===== src/bbp_pkg.sv =====
// Types and constants for the two-ball bounce pixel generator.
// No dependencies.
package bbp_pkg;

  localparam int unsigned SCREEN_W = 800;
  localparam int unsigned SCREEN_H = 480;

  localparam logic [23:0] COLOR_RED   = 24'hFF0000;
  localparam logic [23:0] COLOR_WHITE = 24'hFFFFFF;
  localparam logic [23:0] COLOR_BLACK = 24'h000000;

  localparam logic [11:0] SMALL_CX_RST = 12'd400;
  localparam logic [11:0] SMALL_CY_RST = 12'd240;
  localparam logic [11:0] LARGE_CX_RST = 12'd240;
  localparam logic [11:0] LARGE_CY_RST = 12'd60;

  localparam logic [6:0] SMALL_RADIUS_RST = 7'd30;
  localparam logic [6:0] LARGE_RADIUS_RST = 7'd50;
  localparam logic [3:0] SMALL_STEP_RST   = 4'd2;
  localparam logic [3:0] LARGE_STEP_RST   = 4'd3;

  typedef enum logic {
    FUNC_PIXEL = 1'b0,
    FUNC_TICK  = 1'b1
  } func_e;

  typedef enum logic [2:0] {
    REG_SMALL_RADIUS = 3'd0,
    REG_LARGE_RADIUS = 3'd1,
    REG_SMALL_STEP   = 3'd2,
    REG_LARGE_STEP   = 3'd3
  } cfg_reg_e;

  // direction bits: 0 small x, 1 small y, 2 large x, 3 large y; set = negative
  localparam int unsigned DIR_SX = 0;
  localparam int unsigned DIR_SY = 1;
  localparam int unsigned DIR_LX = 2;
  localparam int unsigned DIR_LY = 3;

  typedef struct packed {
    logic       func;
    logic [9:0] pix_x;
    logic [8:0] pix_y;
  } in_item_t;

  typedef struct packed {
    logic [23:0] color;
    logic        collided;
  } out_item_t;

  typedef struct packed {
    logic [6:0] small_radius;
    logic [6:0] large_radius;
    logic [3:0] small_step;
    logic [3:0] large_step;
  } cfg_t;

  typedef struct packed {
    logic [11:0] small_cx;
    logic [11:0] small_cy;
    logic [11:0] large_cx;
    logic [11:0] large_cy;
    logic [3:0]  dir;
    logic        swap;
  } ball_state_t;

  function automatic logic [11:0] move12(input logic [11:0] c, input logic [3:0] step,
                                         input logic neg);
    logic [11:0] s;
    s = {8'd0, step};
    return neg ? (c - s) : (c + s);
  endfunction

  // center in the edge band: c <= r or c >= size - r, c taken as signed
  function automatic logic in_band(input logic [11:0] c, input logic [6:0] r,
                                   input logic [11:0] size);
    logic signed [12:0] v;
    logic signed [12:0] lo;
    logic signed [12:0] hi;
    v  = signed'({c[11], c});
    lo = signed'({6'd0, r});
    hi = signed'({1'b0, size}) - lo;
    return (v <= lo) || (v >= hi);
  endfunction

  function automatic logic signed [12:0] sext_c(input logic [11:0] c);
    return signed'({c[11], c});
  endfunction

endpackage


===== src/bbp_in_circle.sv =====
// Distance test: (a - b) squared summed over both axes against r squared.
// Depends on nothing outside this file.
module bbp_in_circle (
  input  logic signed [12:0] ax,
  input  logic signed [12:0] ay,
  input  logic signed [12:0] bx,
  input  logic signed [12:0] by,
  input  logic        [7:0]  r,
  output logic               covered
);

  logic signed [13:0] dx;
  logic signed [13:0] dy;
  logic signed [27:0] sqx;
  logic signed [27:0] sqy;
  logic        [28:0] sum;
  logic        [15:0] rr;

  assign dx  = 14'(ax) - 14'(bx);
  assign dy  = 14'(ay) - 14'(by);
  assign sqx = dx * dx;
  assign sqy = dy * dy;
  assign sum = 29'($unsigned(sqx)) + 29'($unsigned(sqy));
  assign rr  = 16'(r) * 16'(r);
  assign covered = sum <= 29'(rr);

endmodule


===== src/bbp_pixel.sv =====
// Pixel color: small ball, then large ball over it, on white.
// Depends on bbp_pkg and bbp_in_circle.
module bbp_pixel (
  input  logic [9:0]           pix_x,
  input  logic [8:0]           pix_y,
  input  bbp_pkg::ball_state_t st,
  input  bbp_pkg::cfg_t        cfg,
  output logic [23:0]          color
);

  logic signed [12:0] px;
  logic signed [12:0] py;
  logic               in_small;
  logic               in_large;

  assign px = signed'({3'd0, pix_x});
  assign py = signed'({4'd0, pix_y});

  bbp_in_circle u_small (
    .ax      (px),
    .ay      (py),
    .bx      (bbp_pkg::sext_c(st.small_cx)),
    .by      (bbp_pkg::sext_c(st.small_cy)),
    .r       ({1'b0, cfg.small_radius}),
    .covered (in_small)
  );

  bbp_in_circle u_large (
    .ax      (px),
    .ay      (py),
    .bx      (bbp_pkg::sext_c(st.large_cx)),
    .by      (bbp_pkg::sext_c(st.large_cy)),
    .r       ({1'b0, cfg.large_radius}),
    .covered (in_large)
  );

  always_comb begin
    color = bbp_pkg::COLOR_WHITE;
    if (in_small) begin
      color = st.swap ? bbp_pkg::COLOR_BLACK : bbp_pkg::COLOR_RED;
    end
    if (in_large) begin
      color = st.swap ? bbp_pkg::COLOR_RED : bbp_pkg::COLOR_BLACK;
    end
  end

endmodule


===== src/bbp_motion.sv =====
// Frame tick: move centers, bounce at edge bands, flip all on collision.
// Depends on bbp_pkg and bbp_in_circle.
module bbp_motion (
  input  bbp_pkg::ball_state_t st,
  input  bbp_pkg::cfg_t        cfg,
  output bbp_pkg::ball_state_t st_next,
  output logic                 hit
);

  logic [11:0] scx;
  logic [11:0] scy;
  logic [11:0] lcx;
  logic [11:0] lcy;
  logic [3:0]  band;

  assign scx = bbp_pkg::move12(st.small_cx, cfg.small_step, st.dir[bbp_pkg::DIR_SX]);
  assign scy = bbp_pkg::move12(st.small_cy, cfg.small_step, st.dir[bbp_pkg::DIR_SY]);
  assign lcx = bbp_pkg::move12(st.large_cx, cfg.large_step, st.dir[bbp_pkg::DIR_LX]);
  assign lcy = bbp_pkg::move12(st.large_cy, cfg.large_step, st.dir[bbp_pkg::DIR_LY]);

  assign band[bbp_pkg::DIR_SX] =
    bbp_pkg::in_band(scx, cfg.small_radius, 12'(bbp_pkg::SCREEN_W));
  assign band[bbp_pkg::DIR_SY] =
    bbp_pkg::in_band(scy, cfg.small_radius, 12'(bbp_pkg::SCREEN_H));
  assign band[bbp_pkg::DIR_LX] =
    bbp_pkg::in_band(lcx, cfg.large_radius, 12'(bbp_pkg::SCREEN_W));
  assign band[bbp_pkg::DIR_LY] =
    bbp_pkg::in_band(lcy, cfg.large_radius, 12'(bbp_pkg::SCREEN_H));

  bbp_in_circle u_hit (
    .ax      (bbp_pkg::sext_c(scx)),
    .ay      (bbp_pkg::sext_c(scy)),
    .bx      (bbp_pkg::sext_c(lcx)),
    .by      (bbp_pkg::sext_c(lcy)),
    .r       (8'(cfg.small_radius) + 8'(cfg.large_radius)),
    .covered (hit)
  );

  always_comb begin
    st_next.small_cx = scx;
    st_next.small_cy = scy;
    st_next.large_cx = lcx;
    st_next.large_cy = lcy;
    st_next.dir      = st.dir ^ band ^ {4{hit}};
    st_next.swap     = st.swap ^ hit;
  end

endmodule


===== src/two_ball_bounce_pixel_generator.sv =====
// Pipeline: an accepted item passes the input register, then the result register.
// Throughput: 1 item per cycle while the output is not stalled; a tick updates ball state
// as it enters the result register, so the next item already sees the moved balls.
// Reset: radii 30/50, steps 2/3, centers (400,240) and (240,60), all directions positive,
// no color swap, both pipeline stages empty.
module two_ball_bounce_pixel_generator (
  input  logic              clk,
  input  logic              rst,
  input  logic              in_valid,
  output logic              in_ready,
  input  bbp_pkg::in_item_t in_item,
  output logic              out_valid,
  input  logic              out_ready,
  output bbp_pkg::out_item_t out_item,
  input  logic              cfg_valid,
  output logic              cfg_ready,
  input  logic [2:0]        cfg_index,
  input  logic [7:0]        cfg_data
);

  logic                 item_valid;
  bbp_pkg::in_item_t    item;
  bbp_pkg::cfg_t        cfg;
  bbp_pkg::ball_state_t st;
  bbp_pkg::ball_state_t st_tick;
  logic                 hit;
  logic [23:0]          pix_color;
  logic                 advance;
  logic                 is_tick;
  bbp_pkg::out_item_t   result;

  assign cfg_ready = 1'b1;
  assign advance   = !out_valid || out_ready;
  assign in_ready  = !item_valid || advance;
  assign is_tick   = item.func == bbp_pkg::FUNC_TICK;

  bbp_pixel u_pixel (
    .pix_x (item.pix_x),
    .pix_y (item.pix_y),
    .st    (st),
    .cfg   (cfg),
    .color (pix_color)
  );

  bbp_motion u_motion (
    .st      (st),
    .cfg     (cfg),
    .st_next (st_tick),
    .hit     (hit)
  );

  always_comb begin
    if (is_tick) begin
      result.color    = 24'd0;
      result.collided = hit;
    end else begin
      result.color    = pix_color;
      result.collided = 1'b0;
    end
  end

  always_ff @(posedge clk) begin
    if (rst) begin
      item_valid       <= 1'b0;
      out_valid        <= 1'b0;
      cfg.small_radius <= bbp_pkg::SMALL_RADIUS_RST;
      cfg.large_radius <= bbp_pkg::LARGE_RADIUS_RST;
      cfg.small_step   <= bbp_pkg::SMALL_STEP_RST;
      cfg.large_step   <= bbp_pkg::LARGE_STEP_RST;
      st.small_cx      <= bbp_pkg::SMALL_CX_RST;
      st.small_cy      <= bbp_pkg::SMALL_CY_RST;
      st.large_cx      <= bbp_pkg::LARGE_CX_RST;
      st.large_cy      <= bbp_pkg::LARGE_CY_RST;
      st.dir           <= 4'd0;
      st.swap          <= 1'b0;
    end else begin
      if (in_ready) begin
        item_valid <= in_valid;
      end
      if (advance) begin
        out_valid <= item_valid;
      end
      if (advance && item_valid && is_tick) begin
        st <= st_tick;
      end
      if (cfg_valid && cfg_ready) begin
        unique case (bbp_pkg::cfg_reg_e'(cfg_index))
          bbp_pkg::REG_SMALL_RADIUS: cfg.small_radius <= cfg_data[6:0];
          bbp_pkg::REG_LARGE_RADIUS: cfg.large_radius <= cfg_data[6:0];
          bbp_pkg::REG_SMALL_STEP:   cfg.small_step   <= cfg_data[3:0];
          bbp_pkg::REG_LARGE_STEP:   cfg.large_step   <= cfg_data[3:0];
          default: ;
        endcase
      end
    end
  end

  always_ff @(posedge clk) begin
    if (in_valid && in_ready) begin
      item <= in_item;
    end
    if (advance && item_valid) begin
      out_item <= result;
    end
  end

endmodule


===== config.mk =====
export PLATFORM = sky130hd
export DESIGN_NAME = two_ball_bounce_pixel_generator
export DESIGN_NICKNAME = d
export VERILOG_FILES = /design/src/bbp_pkg.sv /design/src/bbp_in_circle.sv /design/src/bbp_pixel.sv /design/src/bbp_motion.sv /design/src/two_ball_bounce_pixel_generator.sv
export SDC_FILE = /design/constraint.sdc
export NUM_CORES = 2
export LEC_CHECK = 0
export ABC_CLOCK_PERIOD_IN_PS = 14100
export BUFFER_PORTS_ARGS = -buffer_cell sky130_fd_sc_hd__buf_2
export CAP_MARGIN = 20
export CORE_ASPECT_RATIO = 1.1
export CORE_MARGIN = 1
export CORE_UTILIZATION = 45
export DETAILED_ROUTE_END_ITERATION = 10
export GPL_ROUTABILITY_DRIVEN = 0
export PLACE_DENSITY_LB_ADDON = 0.15
export SYNTH_ARGS = -nofsm -noshare
export SYNTH_HDL_FRONTEND = slang
export SYNTH_SLANG_ARGS = --single-unit

===== constraint.sdc =====
create_clock -name clk -period 14.1 [get_ports clk]
set_input_delay 1.41 -clock clk [delete_from_list [all_inputs] [get_ports clk]]
set_output_delay 1.41 -clock clk [all_outputs]
set_load 0.02 [all_outputs]

# == Word-level counts from Yosys, hierarchy flattened ==
# Index checks and enable logic that the tools add are counted.
# classes
muxes,8
n_div,0
mul,9
n_lt_le_gt_ge,11
reduce_logical,16
add_sub_neg,22
bitwise_logic,3
n_eq_ne,3
n_shift,0
# ops
operator,n
13-bit by 13-bit multiplier with 26-bit output,6
24-bit two-way mux,4
28-bit by 28-bit adder with 29-bit output,3
29-bit by 14-bit <= comparator with 1-bit output,2
12-bit by 4-bit adder with 12-bit output,4
12-bit by 8-bit <= comparator with 1-bit output,4
12-bit two-way mux,4
12-bit by 4-bit subtractor with 12-bit output,4
29-bit by 16-bit <= comparator with 1-bit output,1
7-bit by 7-bit multiplier with 14-bit output,2
10-bit by 12-bit subtractor with 13-bit output,2
11-bit by 12-bit subtractor with 13-bit output,2
12-bit by 12-bit subtractor with 13-bit output,2
12-bit by 10-bit greater-or-equal comparator with 1-bit output,2
12-bit by 11-bit greater-or-equal comparator with 1-bit output,2
"10-bit by 7-bit subtractor with 11-bit output, first input constant",2
"9-bit by 7-bit subtractor with 10-bit output, first input constant",2
8-bit by 8-bit multiplier with 16-bit output,1
7-bit by 7-bit adder with 8-bit output,1
2-bit AND reduction,4
4-bit XOR,2
"3-bit by 2-bit == test with 1-bit output, second input constant",2
1-bit logical OR,6
"3-bit by 1-bit == test with 1-bit output, second input constant",1
4 further kinds,7
# totals
n_memories,0
romBits,0
wordCells,89
register_bits,122
input_bits,36
out_inout_bits,28
ram_bits,0
latchBits,0

# == Depth between registers and ports, before layout ==
# logic_depth
word_depth,7
ltp_mapped,55
ltp_nobuf,54

# == Cells and area by module ==
# A second synthesis with hierarchy kept.
# unflattened
hier_cells,7070
area_unflattened_um2,62113.3
# by_module_without_submodules
module,area_per_inst_um2,instances,cells_each
bbp_in_circle (u_pixel.u_small),17717.0,1,2034
bbp_in_circle (u_pixel.u_large),17616.9,1,2029
bbp_in_circle (u_motion.u_hit),17470.5,1,2026
two_ball_bounce_pixel_generator,4812.1,1,399
bbp_motion,4309.1,1,556
bbp_pixel,187.7,1,26

# == Least setup slack after synthesis ==
# OpenSTA, ideal clock, no wires.
# synth_path
kind,flip-flop to flip-flop
startpoint,"register, netlist name cfg[0]"
endpoint,"register, netlist name st[2]"
required_time_ns,14.030
path_slack_ns,2.447
arrival_time_ns,11.583
path_stages_with_launch,51
path_buffers,0
synth_period_minus_slack_ns,11.653
cell_sequence,dfxtp_1 inv_1 ha_1 mux2i_1 ha_1 nor2b_1 o21a_1 nor2_1 xnor2_1 inv_1 ha_1 o21ai_0 nand2b_1 a21oi_1 o21ai_0 maj3_1 a21o_1 xnor2_1 (+15 left out) a21o_1 a31oi_1 a2bb2oi_2 and3_4 o21bai_1 a21oi_1 xnor2_1 ha_1 nand3_1 nor4_1 nor2_1 a2111oi_2 o2111ai_1 or4_4 nor4_4 xnor2_1 or3_1 a21oi_1

==> results.md <==
- Status: completed
- Area Growth Syn to Fin: 4.932%
- Rows: 130
- Hold path start: st[31]$_SDFFE_PP0P_
- Number of global-route vias before repair: slightly above 40000
- Flop2flop setup slack: 770 ps
- Syn avg cell area: 8.650 um^2
- Maxcap violations: 0
- Hold endpoint: st[31]$_SDFFE_PP0P_
- Worst setup margin: 771.5 ps
- DRC Markers: 0
- Worst Setup Start Kind: register
- Slowest CP cell: xnor2_1
- Reg-to-Reg Start: cfg[4]$_SDFFE_PP0P_
- Top_reg_cell synth: dfxtp_1
- Maximum buffer depth of the clock tree: 2
- Share of cells above drive strength 1: 0.04165
- Vias/cell: 5.183
- Die area: ~0.12 mm^2
- NumNets Final: about 8000
- Final ANT Viol Nets: 0
- Pins over their slew limit: 0
- Crit path kind: reg -> reg
- Crit share post-route: 0.9453
- Initial core utilization: 0.4548
- Post-DP HPWL: 111.4 mm
- Mapped Area: 0.05200 mm^2
- GR Overflow Total: 0
- Total track usage: 0.2266
- Clk sinks: 100
- Pre-CTS WS: 904.9 ps
- Post-DP Area: 0.05427 mm^2
- Post-synth cell types: 103
- Final WL: 126.8 mm
- #FFs+latches synth: 100
- Number of flops mapped to enable cells by yosys: 23
- Final core utilization: 0.4772
- Relative slew slack: 0.3227
- Sequential area share after synthesis: 0.04292
- CTS tree: yes
- Postcts setup bufs: 0
- Initial DRC Count: 1974
- Pin count of the biggest net entering global routing: 65
- Unrepaired setup endpoints after global routing: no
- # diodes: 0
- Critical path endpoint category: register
- IO buf count: 61
- Clk Latency, worst-skew pair: ~400 ps
- Core Box Area: 0.1143 mm^2
- DIE WIDTH: 326.1 um
- Mapped Cells: 6012
- FF-to-FF path depth: 51
- Crit path time final: 13330 ps
- WL per Instance: 16.76 um
- Worst slew pin tran: 1012 ps
- Hold path depth: 2
- TritonRoute pass-1 iters: 5
- Hold Fails Final Rpt: 0
- Root Buffer: clkbuf_16
- Hold Path Class: reg -> reg
- CTS H-Tree Depth: 3
- Ports: 64
- Initial antenna violation count: 0
- Finish-stage setup viols: 0
- Largest stage delay, worst path: 620 ps
- CTS resizes: 0
- Hold buffer count at CTS: 0
- Die Y-Extent: 358.5 um
- Final Cell Area: 0.05457 mm^2
- R2r endpoint: st[4]$_SDFFE_PP0P_
- Ys async rst share: 0
- Clk slew on worst S/H paths: 80 ps
- CP required: 14420 ps
- Synth Warn #: 0
- Global-route wire length before repair: 212.7 mm
- Worst Path Max Fanout: 10
- Arrival time of the worst setup path: between 10000 and 15000 ps
- Total CTS buffers: 9
- Max Fclk: 75.03 MHz
- DR vias: 39230
- Clk_skew: approximately 19 ps
- Setup TNS: 0 ps
-- synth_stat cells, types with 37 or more instances --
| cell type | number | area, um^2 |
|---|---|---|
| inv_1 | 1295 | 4861 |
| nand3_1 | 59 | 295.3 |
| clkinv_1 | 37 | 138.9 |
| nor2b_1 | 56 | 350.3 |
| xor2_1 | 101 | 884.6 |
| xnor2_1 | 256 | 2242 |
| clkbuf_1 | 90 | 337.8 |
| a211oi_1 | 48 | 360.4 |
| dfxtp_1 | 77 | 1541 |
| nand2b_1 | 74 | 462.9 |
| nor3_1 | 72 | 360.4 |
| a21o_1 | 102 | 765.7 |
| fa_1 | 935 | 18720 |
| nor2_1 | 556 | 2087 |
| a21oi_1 | 255 | 1276 |
| o21ai_0 | 157 | 785.8 |
| nand2_1 | 498 | 1869 |
| ha_1 | 774 | 9684 |
-- cells by family after synthesis --
kind of cell | after synthesis | share of synthesized area
buf+inv | 1469 | 0.1083
mux | 37 | 0.007218
compound gates | 841 | 0.1051
simple gates | 1481 | 0.1261
other cells | 2 | 0.0001444
flops | 100 | 0.04292
xor+xnor | 361 | 0.06172
fa+ha+maj | 1721 | 0.5485
-- final cells by class --
class / count / area, um^2
inverters: 1345 / 5049
flip-flops and latches: 100 / 2232
fillers: 11200 / 59780
well taps: 1518 / 1899
clock buffers: 10 / 239.0
clock inverters: 6 / 56.30
multi-input cells: 4444 / 44160
repair buffers: 145 / 935.9
-- worst max-delay path, delay by kind of cell (launching register included) --
family	cells	cell delay (ps)
compound gates	13	2470
xor+xnor	4	1210
fa+ha+maj	13	5050
buf+inv	7	860
flops	1	480
simple gates	14	3150
-- metrics by stage --
| step | hold WS [ps] | std cells |
|---|---|---|
| final | 503.3 | 7568 |
| after global routing | 524.2 | 7568 |
| after floorplan | 453.6 | 6013 |
| after CTS | 502.7 | 7568 |
| after global placement | 479.0 | 7552 |
| after detailed placement | 490.2 | 7552 |
-- placed cells by master, fill, tap and decap left out, drive strengths merged, types with 12 or more instances in the layout --
| cell type | n |
|---|---|
| o211ai | 36 |
| or3 | 26 |
| mux2i | 33 |
| edfxtp | 23 |
| o21bai | 25 |
| o31ai | 16 |
| and3 | 22 |
| fa | 935 |
| maj3 | 12 |
| nor2b | 56 |
| and2 | 24 |
| a21o | 102 |
| nand2b | 74 |
| o2111ai | 13 |
| nand2 | 500 |
| a31oi | 21 |
| a211oi | 51 |
| a21oi | 259 |
| xor2 | 102 |
| a21boi | 30 |
| nand4 | 20 |
| nor3 | 72 |
| o21a | 33 |
| dfxtp | 77 |
| nor2 | 556 |
| xnor2 | 258 |
| o21ai | 166 |
| inv | 1311 |
| buf | 145 |
| clkinv | 40 |
| or2 | 33 |
| ha | 774 |
| nand3 | 59 |
-- flip-flops by register name, indices dropped and copies added, names as in the netlist --
name        cells
is_tick         1
item           19
out_valid       1
item_valid      1
st             53
cfg            22
out_item        3
-- worst max-delay path by stage --
stage,slack [ps],endpoint,cells after the start,from
floorplan,2450,st[2]$_SDFFE_PP0P_,50,cfg[0]$_SDFFE_PP1P_
global placement,1000,st[1]$_SDFFE_PP0P_,51,cfg[4]$_SDFFE_PP0P_
detailed placement,900,st[4]$_SDFFE_PP0P_,51,cfg[4]$_SDFFE_PP0P_
CTS,810,st[1]$_SDFFE_PP0P_,51,cfg[4]$_SDFFE_PP0P_
finish,770,st[4]$_SDFFE_PP0P_,51,cfg[4]$_SDFFE_PP0P_
global route,5,st[1]$_SDFFE_PP0P_,51,cfg[4]$_SDFFE_PP0P_
-- layer usage --
| layer | part of all wire | vias up | global-route usage |
|---|---|---|---|
| met5 | 0 | - | 0 |
| met4 | 0.024 | 0 | 0.05380 |
| li1 | - | 19020 | - |
| met2 | 0.50 | 679 | 0.4051 |
| met1 | 0.44 | 19400 | 0.2999 |
| met3 | 0.036 | 127 | 0.01319 |
Power is left out: the tool's default activity adds up to more than one toggle a clock period on the data nets, which glitch-free logic cannot reach.
